## config.mk

```make
export PLATFORM = sky130hd
export DESIGN_NAME = tdpt_rem_unit
export DESIGN_NICKNAME = d
export VERILOG_FILES = /design/src/tdpt_pkg.sv /design/src/tdpt_rem_unit.sv
export SDC_FILE = /design/constraint.sdc
export NUM_CORES = 1
export LEC_CHECK = 0
export ABC_AREA = 1
export BUFFER_PORTS_ARGS = -buffer_cell sky130_fd_sc_hd__clkbuf_2
export CAP_MARGIN = 30
export CELL_PAD_IN_SITES_DETAIL_PLACEMENT = 1
export CELL_PAD_IN_SITES_GLOBAL_PLACEMENT = 1
export CORE_MARGIN = 1
export CORE_UTILIZATION = 42
export DETAILED_ROUTE_END_ITERATION = 10
export GPL_TIMING_DRIVEN = 0
export PLACE_DENSITY = 0.86
export SETUP_SLACK_MARGIN = 0.2
export SYNTH_ARGS = -nofsm -noshare
export SYNTH_HDL_FRONTEND = slang
export SYNTH_SLANG_ARGS = --single-unit
```

## constraint.sdc

```tcl
create_clock -name clk -period 2.5 [get_ports clk]
set_input_delay 0.625 -clock clk [delete_from_list [all_inputs] [get_ports clk]]
set_output_delay 0.625 -clock clk [all_outputs]
set_load 0.1 [all_outputs]
```

## src/tdpt_pkg.sv

```systemverilog
package tdpt_pkg;

	localparam int unsigned VALUE_WIDTH_DEF = 16;

	typedef enum logic [1:0] {
		ST_IDLE,
		ST_CHECK,
		ST_DIVIDE,
		ST_RESULT
	} state_t;

	typedef struct packed {
		logic done;
		logic zero;
	} rem_stat_t;

endpackage

```

## src/tdpt_rem_unit.sv

```systemverilog
module tdpt_rem_unit import tdpt_pkg::*; #(
	parameter int unsigned VALUE_WIDTH = VALUE_WIDTH_DEF
) (
	input  logic                   clk,
	input  logic                   arst_n,
	input  logic                   start,
	input  logic [VALUE_WIDTH-1:0] dividend,
	input  logic [VALUE_WIDTH-1:0] divisor,
	output rem_stat_t              stat
);

	localparam int unsigned CW = $clog2(VALUE_WIDTH + 1);

	logic                   busy_q;
	logic                   done_q;
	logic [CW-1:0]          cnt_q;
	logic [VALUE_WIDTH-1:0] rem_q;
	logic [VALUE_WIDTH-1:0] dvd_q;
	logic [VALUE_WIDTH:0]   trial;
	logic [VALUE_WIDTH:0]   diff;
	logic                   fits;

	assign trial = {rem_q, dvd_q[VALUE_WIDTH-1]};
	assign diff  = trial - {1'b0, divisor};
	assign fits  = (trial >= {1'b0, divisor});

	always_ff @(posedge clk or negedge arst_n) begin
		if (!arst_n) begin
			busy_q <= 1'b0;
			done_q <= 1'b0;
		end else begin
			done_q <= 1'b0;
			if (start) begin
				busy_q <= 1'b1;
			end else if (busy_q && cnt_q == CW'(1)) begin
				busy_q <= 1'b0;
				done_q <= 1'b1;
			end
		end
	end

	always_ff @(posedge clk) begin
		if (start) begin
			rem_q <= '0;
			dvd_q <= dividend;
			cnt_q <= CW'(VALUE_WIDTH);
		end else if (busy_q) begin
			rem_q <= fits ? diff[VALUE_WIDTH-1:0] : trial[VALUE_WIDTH-1:0];
			dvd_q <= {dvd_q[VALUE_WIDTH-2:0], 1'b0};
			cnt_q <= cnt_q - CW'(1);
		end
	end

	assign stat.done = done_q;
	assign stat.zero = (rem_q == '0);

endmodule

```

==> results of run 1 <==
==> layer usage <==
metal / share of wire / up-vias
met2: 0.52 / 61
met4: 0.023 / 0
met5: 0 / -
met1: 0.42 / 1381
li1: - / 1458
met3: 0.036 / 15
==> area by class of cell <==
cell class	count	area [sq um]
clock buffer	5	68.8
inverter	80	304
sequential	39	951
buffer	10	66.3
timing repair buffer	35	178
multi-input combinational	309	1680
clock inverter	3	23.8
timing repair inverter	1	7.51
fill	932	3430
tap	96	120
==> cell families after synthesis <==
| family | after synthesis |
|---|---|
| and+or+nand+nor | 260 |
| buffers and inverters | 90 |
| DFF | 39 |
| AOI/OAI and AO/OA | 23 |
| adders and majority gates | 19 |
| xor gates and xnor gates | 7 |
==> state kept, by name, indices dropped and copies added (netlist names) <==
signal,cells
rem_q,16
cnt_q,5
dvd_q,16
busy_q,1
done_q,1
==> timing repair <==
item	CTS	global route
resized for setup	4	2
cloned	1	0
hold buffers	0	0
setup endpoints to repair	4	2
==> power by group <==
group | internal, mW | switching [mW] | total (mW)
registers | 0.832 | 0.111 | 0.943
logic | 0.800 | 1.43 | 2.23
clock network | 0.200 | 0.260 | 0.460
total | 1.83 | 1.80 | 3.63
==> cells in the final DEF, fill, tap and decap left out, types with 3 or more instances in the layout <==
| cell type | Yosys | layout |
|---|---|---|
| nand2_1 | 150 | 150 |
| inv_1 | 78 | 77 |
| nand3_1 | 38 | 38 |
| clkbuf_2 | 0 | 34 |
| nor2_1 | 22 | 21 |
| dfxtp_1 | 21 | 21 |
| ha_1 | 18 | 18 |
| edfxtp_1 | 16 | 16 |
| nand3_2 | 14 | 14 |
| a21oi_1 | 11 | 11 |
| nand4_1 | 8 | 8 |
| nand2_2 | 8 | 8 |
| o21ai_0 | 8 | 8 |
| clkbuf_1 | 5 | 5 |
| clkbuf_8 | 0 | 5 |
| nor2_2 | 3 | 4 |
| clkinvlp_4 | 0 | 4 |
| xnor2_1 | 4 | 4 |
| nor3_1 | 3 | 3 |
| xor2_1 | 3 | 3 |
| buf_4 | 2 | 3 |
| o21ai_1 | 3 | 3 |
==> synth_stat cells, types with 3 or more instances <==
cell type	count	share of area
nand2_1	150	0.19
inv_1	78	0.098
nand3_1	38	0.064
nor2_1	22	0.028
dfxtp_1	21	0.14
ha_1	18	0.076
edfxtp_1	16	0.16
nand3_2	14	0.047
a21oi_1	11	0.018
nand2_2	8	0.017
nand4_1	8	0.017
o21ai_0	8	0.013
clkbuf_1	5	0.0063
xnor2_1	4	0.012
nor2_2	3	0.0063
nor3_1	3	0.0050
o21ai_1	3	0.0050
xor2_1	3	0.0088
==> worst max-delay path by stage <==
stage / endpoint / slack [ns] / depth (start not counted)
after detailed placement: rem_q[2]$_SDFFE_PP0P_ / -0.05 / 4
after global placement: dvd_q[2]$_DFFE_PP_ / 0.02 / 3
final: stat[0] / 0.23 / 4
after CTS: stat[0] / 0.17 / 4
after global routing: stat[0] / 0.20 / 4
after floorplan: stat[0] / 0.23 / 3
==> metrics by stage <==
stage	area [sq um]	power, mW	setup TNS, ns
after global routing	3400	3.94	0
final	3400	3.63	0
after floorplan	2990	2.64	0
after CTS	3400	3.63	0
after detailed placement	3290	3.16	-0.185
after global placement	3290	3.06	0
==> impl_metrics.csv, run 1 <==
group,metric,value,unit
status,outcome,"complete, no violations",
job,maxCapViolCount,0,
worst_setup_path,worstPathCellList,"nor2_1, nand3_1, nor4_4, buf_4",
timing,finalMaxSlewViolations,0,
floorplanning,die_height,86.2,microns
worst_setup_path,regToRegEndpoint,"rem_q[8]$_SDFFE_PP0P_",
routing,vias_per_cell,5.04,
timing,skew,0.00656,ns
placement,hpwl,6.37,mm
logic_synthesis,synthXorXnorAreaFrac,0.0206,
worst_setup_path,endpoint_kind,"output pin",
routing,routedWlPerCell,14.1,microns
cells_and_area,final_core_util,0.498,
placement,gp_congestion,0.826,
power_and_ir_drop,leakagePower,1.87,nW
power_and_ir_drop,pwr_density_cell,1070,nW/um^2
placement,place_ws,-0.0509,ns
placement,port_buffers,35,
cts,cts-htree-levels,2,
worst_setup_path,reg2reg_setup_slack,0.40,ns
logic_synthesis,ys_seq_area_frac,0.319,
timing,rsz0062_at_grt,"false",
worst_setup_path,cp-start-kind,"flop",
worst_setup_path,cp_top_family,"simple AND/OR/NAND/NOR gates",
worst_setup_path,worst-path-buf-inv,1,
cts,cts_tree,"built",
cts,clockBufferDepth,2,
cells_and_area,drive_above_1_share,0.176,
timing,finalHoldViolations,0,
floorplanning,row_count,30,
routing,drt-total-wl,8.18,mm
worst_setup_path,crit_arrival,1.64,ns
timing,timing.fmax,441,MHz
min_path,holdCritPathClass,"input port to asynchronous set/reset pin",
logic_synthesis,synthCells,438,
logic_synthesis,synth_mux_area_frac,0,
timing,finalSetupViolCount,0,
grt,met1_usage,0.275,
cts,postCtsSetupRepairBufs,0,
worst_setup_path,cp_slowest_cell,"dfxtp_1",
grt,gr-usage-met3,0.0390,
logic_synthesis,syn-cell-area,2980,sq um
power_and_ir_drop,vdd_drop_max,0.351,mV
grt,grt_remaining_overflow,0,
grt,antenna_found_initial,0,
timing,fin_hold_ws,0.0849,ns
logic_synthesis,synth-compound-area-share,0.0399,
timing,worst_pin_slew,0.639,ns
logic_synthesis,syn-mean-instance-area,6.80,sq um
cells_and_area,area_growth,14.2,%
logic_synthesis,synth-main-ff-cell,"dfxtp_1",
floorplanning,die-width,86.2,microns
logic_synthesis,ys_warn_count,0,
floorplanning,dieArea,7430,sq um
placement,dp.cells,569,
cts,cts.clk_slew.worst_paths,0.08,ns
timing,maxSlewHeadroom,0.573,
worst_setup_path,cp-startpoint,"rem_q[15]$_SDFFE_PP0P_",
routing,vias,2915,
logic_synthesis,ys_seq_elements,39,
timing,finalCriticalPeriod,2.27,ns
logic_synthesis,synthSimpleGateAreaFrac,0.416,
logic_synthesis,synthArstFlopShare,0.0513,
cts,cts_buffers,5,
cells_and_area,n_antenna_cell,0,
logic_synthesis,synth_nets,492,
floorplanning,core_area,6830,sq um
cells_and_area,layout.nets,535,
grt,grt_start_max_net_pins,15,
routing,route.detailed.drc,0,
logic_synthesis,synth.distinct_cells,36,
worst_setup_path,required,1.88,ns
routing,drt_iter0_drc,119,
logic_synthesis,synth_edf_count,16,
routing,first_pass_iters,4,
worst_setup_path,reg2regPathDepth,13,
logic_synthesis,synth_fa_ha_area_frac,0.0823,
worst_setup_path,cp_max_fo,5,
floorplanning,pin_count,37,
cts,cts-root-buf,"clkbuf_8",
grt,grt_use_met2,0.440,
grt,first_global_vias,3042,
grt,grt_usage,0.238,
grt,grt.busiest_layer,"met2",
cells_and_area,fin_cells,578,
timing,worst_slack,0.232,ns
worst_setup_path,crit_type,"flop to output pin",
worst_setup_path,r2r_start,"dvd_q[15]$_DFFE_PP_",
logic_synthesis,synth_top_family_by_area,"simple AND/OR/NAND/NOR gates",
timing,min_period_over_period,0.907,
worst_setup_path,max_stage_delay,0.37,ns
cts,cts.sinks,39,
floorplanning,initial_utilization,0.436,
cts,clkLatencyLatePin,0.31,ns
routing,ant_nets,0,
grt,grt_pass1_wl,13.8,mm
Power figures use the tool's default switching activity.
==> run 2, diff against run 1 <==
PLACE_DENSITY = 0.85   (was 0.86)
==> impl_metrics.csv, run 2 (synthesized netlist as in run 1, its figures left out) <==
group,metric,value,unit
status,outcome,"complete, no violations",
min_path,holdCritPathClass,"input port to asynchronous set/reset pin",
routing,met2WireLength,4.06,mm
grt,grt_start_max_net_pins,25,
cts,clockBufferDepth,2,
placement,hpwl,6.52,mm
routing,drt-total-wl,8.08,mm
placement,dp.cells,569,
worst_setup_path,cp-start-kind,"flop",
worst_setup_path,crit_arrival,1.64,ns
cells_and_area,final_core_util,0.496,
cells_and_area,layout_commonest_cell,"nand2_1",
timing,finalSetupViolCount,0,
floorplanning,initial_utilization,0.436,
floorplanning,pin_count,37,
floorplanning,dieArea,7430,sq um
grt,grt_pass1_wl,13.2,mm
routing,drt_iter0_drc,113,
timing,timing.fmax,442,MHz
cts,cts_buffers,5,
timing,min_period_over_period,0.904,
routing,route.detailed.drc,0,
routing,vias,2808,
placement,port_buffers,35,
grt,grt_usage,0.228,
timing,finalCriticalPeriod,2.26,ns
worst_setup_path,required,1.88,ns
routing,top_layer_used,"met4",
grt,first_global_vias,2902,
cts,cts_tree,"built",
cells_and_area,num-fill-cells,946,
cts,cts-root-buf,"clkbuf_8",
job,maxCapViolCount,0,
worst_setup_path,cp_max_fo,5,
floorplanning,die-width,86.2,microns
cells_and_area,n_antenna_cell,0,
routing,met3WireLength,291,microns
worst_setup_path,regToRegEndpoint,"rem_q[8]$_SDFFE_PP0P_",
routing,vias_per_cell,4.86,
worst_setup_path,crit_type,"flop to output pin",
power_and_ir_drop,p_total,3.57,mW
placement,placed_area,3290,sq um
cts,clkLatencyLatePin,0.29,ns
cts,cts_hold_buf,0,
worst_setup_path,cp-startpoint,"rem_q[15]$_SDFFE_PP0P_",
power_and_ir_drop,pwr_density_cell,1060,nW/um^2
worst_setup_path,reg2reg_setup_slack,0.38,ns
cells_and_area,regArea,951,sq um
placement,gp_congestion,0.810,
floorplanning,row_count,30,
routing,wl_met1,3.69,mm
timing,finalHoldViolations,0,
timing,rsz0062_at_grt,"false",
cells_and_area,top_regs,"dvd_q: 16 flops, rem_q: 16 flops, cnt_q: 5 flops",
cells_and_area,final_area,3390,sq um
worst_setup_path,endpoint_kind,"output pin",
cells_and_area,fin_cells,578,
worst_setup_path,r2r_start,"dvd_q[15]$_DFFE_PP_",
cells_and_area,multi_input_area,1680,sq um
routing,routedWlPerCell,14.0,microns
floorplanning,core_area,6830,sq um
cells_and_area,layout.nets,535,
worst_setup_path,reg2regPathDepth,13,
cells_and_area,area_growth,13.7,%
timing,tns,0,ns
floorplanning,die_height,86.2,microns
cts,postCtsSetupRepairBufs,0,
power_and_ir_drop,vdd_drop_max,0.481,mV
cells_and_area,drive_above_1_share,0.172,
cts,cts.clk_slew.worst_paths,0.07,ns
timing,maxSlewHeadroom,0.582,
cts,cts-htree-levels,2,
cells_and_area,mostFrequentLayoutCells,"nand2_1 (150), inv_1 (77), nand3_1 (38), clkbuf_2 (34)",
power_and_ir_drop,leakagePower,1.87,nW
timing,skew,0.00444,ns
cts,cts.sinks,39,
grt,antenna_found_initial,0,
grt,grt_remaining_overflow,0,
routing,first_pass_iters,4,
timing,worst_pin_slew,0.626,ns
timing,finalMaxSlewViolations,0,
routing,ant_nets,0,
run 2: cell types whose count changed in the layout (fill, tap and decap cells not counted), sizes merged:
| cell | previous run | this run |
|---|---|---|
| inv | 79 | 78 |
| clkinv | 1 | 2 |
| clkinvlp | 4 | 2 |
| clkbuf | 45 | 47 |
run 2: timing repair:
item,CTS,global route
endpoints found under the setup margin,1,23
gates cloned,0,1
hold endpoints to repair,0,0
gates resized for setup,1,3
run 2: worst max path at each step:
stage	endpoint	slack, ns	cells after the start
global route	stat[0]	0.20	4
floorplan	stat[0]	0.23	3
finish	stat[0]	0.24	4
CTS	stat[0]	0.25	4
global placement	dvd_q[7]$_DFFE_PP_	0.09	3
detailed placement	rem_q[3]$_SDFFE_PP0P_	0.08	14
run 2: routing by layer:
layer / vias to the layer above / GRT usage
li1: 1455 / -
met4: 0 / 0.0364
met2: 47 / 0.403
met5: - / 0
met3: 6 / 0.0333
met1: 1300 / 0.299
run 2: metrics by stage:
stage | worst slack [ns] | hold slack [ns]
2_1_floorplan | 0.230 | 0.329
3_3_place_gp | 0.0892 | 0.411
3_5_place_dp | 0.0757 | 0.411
4_1_cts | 0.252 | 0.101
5_1_grt | 0.203 | 0.0945
6_report | 0.239 | 0.109
run 2: worst max-delay path: stages, from the launching register on:
cell and delay, ns:
dfxtp_1 0.38, nor2_1 0.13, nand3_1 0.16, nor4_4 0.30, clkbuf_4 0.37
run 2: final cells by class:
cell class / count / share of cell area
Multi-Input combinational cell: 309 / 0.496
Sequential cell: 39 / 0.281
Inverter: 80 / 0.0898
Timing Repair Buffer: 35 / 0.0525
Tap cell: 96 / 0.0355
Clock buffer: 7 / 0.0225
Buffer: 10 / 0.0188
Timing Repair inverter: 1 / 0.00222
Clock inverter: 1 / 0.00148
run 2: power breakdown:
part	leakage, nW	total, mW	internal (mW)	switching (mW)
clock network	0.0422	0.415	0.196	0.219
logic	1.45	2.19	0.798	1.40
registers	0.373	0.966	0.832	0.134
total	1.87	3.57	1.83	1.75
==> run 3, diff against run 2 <==
CAP_MARGIN = not set   (was 30)
CORE_ASPECT_RATIO = 1.75   (was not set)
CTS_CLUSTER_SIZE = 8   (was not set)
==> impl_metrics.csv, run 3 (synthesized netlist as in run 1, its figures left out) <==
group,metric,value,unit
worst_setup_path,worst-path-buf-inv,2,
worst_setup_path,cp_max_fo,3,
cts,clockBufferDepth,2,
timing,rsz0062_at_grt,"true",
timing,finalHoldViolations,0,
floorplanning,pin_count,37,
cts,cts-root-buf,"clkbuf_16",
worst_setup_path,max_stage_delay,0.36,ns
grt,grt_remaining_overflow,0,
placement,placed_area,3270,sq um
grt,grt_start_max_net_pins,13,
cts,cts.sinks,39,
floorplanning,die-width,65.7,microns
cts,clkLatencyLatePin,0.29,ns
worst_setup_path,crit_type,"flop to output pin",
worst_setup_path,r2r_start,"dvd_q[15]$_DFFE_PP_",
power_and_ir_drop,leakagePower,1.89,nW
cells_and_area,area_growth,15.3,%
cts,cts.clk_slew.worst_paths,0.06,ns
worst_setup_path,endpoint_kind,"output pin",
floorplanning,row_count,40,
cells_and_area,layout_commonest_cell,"nand2_1",
routing,drt-total-wl,8.49,mm
cts,cts_buffers,5,
timing,finalSetupViolCount,0,
timing,timing.fmax,445,MHz
job,maxCapViolCount,0,
worst_setup_path,cp_top_family,"simple AND/OR/NAND/NOR gates",
worst_setup_path,cp_slowest_cell,"nor4_4",
grt,first_global_vias,3183,
power_and_ir_drop,vdd_drop_max,0.630,mV
cells_and_area,n_antenna_cell,0,
grt,grt_pass1_wl,14.2,mm
cells_and_area,final_area,3430,sq um
timing,maxSlewHeadroom,0.553,
cells_and_area,num-fill-cells,899,
routing,drt_iter0_drc,77,
power_and_ir_drop,p_comb_frac,0.587,
placement,hpwl,6.88,mm
min_path,holdCritPathClass,"input port to asynchronous set/reset pin",
timing,min_period_over_period,0.899,
floorplanning,die_height,113,microns
power_and_ir_drop,p_clk_frac,0.163,
floorplanning,initial_utilization,0.434,
cts,cts-htree-levels,2,
status,outcome,"complete, no violations",
grt,grt_usage,0.252,
cts,cts_hold_buf,0,
power_and_ir_drop,p_int,2.01,mW
timing,finalCriticalPeriod,2.25,ns
routing,route.detailed.drc,0,
power_and_ir_drop,p_sw,1.81,mW
placement,place_ws,-0.0594,ns
timing,fin_hold_ws,0.116,ns
timing,worst_slack,0.253,ns
worst_setup_path,reg2reg_setup_slack,0.37,ns
timing,tns,0,ns
power_and_ir_drop,sw_frac_of_total,0.475,
cells_and_area,top_regs,"dvd_q: 16 flops, rem_q: 16 flops, cnt_q: 5 flops",
timing,worst_pin_slew,0.669,ns
cells_and_area,drive_above_1_share,0.174,
worst_setup_path,required,1.88,ns
floorplanning,dieArea,7450,sq um
routing,first_pass_iters,4,
floorplanning,core_area,6860,sq um
cells_and_area,layout.nets,535,
routing,routedWlPerCell,15.0,microns
timing,finalMaxSlewViolations,0,
power_and_ir_drop,pwr_density_cell,1110,nW/um^2
worst_setup_path,cp-startpoint,"rem_q[0]$_SDFFE_PP0P_",
timing,skew,0.00665,ns
placement,gp_congestion,0.855,
routing,vias,2891,
power_and_ir_drop,power_frac_seq,0.251,
cts,cts_tree,"built",
grt,antenna_found_initial,0,
placement,port_buffers,35,
worst_setup_path,worstPathCellList,"inv_1, nand4_1, nor4_4, buf_6",
routing,vias_per_cell,5.11,
power_and_ir_drop,p_total,3.82,mW
worst_setup_path,cp-start-kind,"flop",
cells_and_area,mostFrequentLayoutCells,"nand2_1 (150), inv_1 (77), nand3_1 (38), clkbuf_2 (34)",
worst_setup_path,crit_arrival,1.62,ns
routing,ant_nets,0,
==> run 3: final timing paths <==
check,to,cells past startpoint
worst max-delay path,stat[0],4
worst min-delay path,done_q$_DFF_PN0_,1
worst max register to register,rem_q[8]$_SDFFE_PP0P_,13
worst min register to register,rem_q[13]$_SDFFE_PP0P_,2
max in group asynchronous,busy_q$_DFFE_PN0P_,1
min in group clk,rem_q[13]$_SDFFE_PP0P_,2
==> run 3: through the flow <==
step,util,std cells
3_3_place_gp,0.478,557
6_report,0.501,566
4_1_cts,0.500,566
3_5_place_dp,0.478,557
2_1_floorplan,-,438
5_1_grt,0.501,566
==> run 3: repair_timing <==
| item | in CTS | in global routing |
|---|---|---|
| setup buffers | 0 | 0 |
| gates cloned | 1 | 0 |
| resized for setup | 4 | 3 |
| setup endpoints to repair | 2 | 3 |
| hold endpoints to repair | 0 | 0 |
| pin swaps | 0 | 0 |
==> run 3: power groups by stage <==
| stage | combinational [mW] | sequential, mW | clock (mW) |
|---|---|---|---|
| after floorplan | 1.72 | 0.921 | 0 |
| after global routing | 2.49 | 0.978 | 0.657 |
| after detailed placement | 2.21 | 0.968 | 0 |
| after CTS | 2.25 | 0.958 | 0.628 |
| final | 2.24 | 0.957 | 0.622 |
| after global placement | 2.12 | 0.953 | 0 |
==> run 3: layer usage <==
metal,GRT usage,wire [microns],vias up
li1,-,-,1454
met1,0.242,3090,1370
met2,0.500,4950,49
met3,0.0350,169,18
met4,0.113,285,0
met5,0,0,-
==> run 3: final cells by class <==
class | instances | area (sq um) | area share
Buffer | 10 | 63.8 | 0.0186
Clock buffer | 7 | 133 | 0.0386
Clock inverter | 1 | 5.00 | 0.00146
Inverter | 80 | 304 | 0.0885
Multi-Input combinational cell | 309 | 1680 | 0.490
Sequential cell | 39 | 951 | 0.277
Tap cell | 84 | 105 | 0.0306
Timing Repair Buffer | 35 | 181 | 0.0528
Timing Repair inverter | 1 | 7.51 | 0.00219
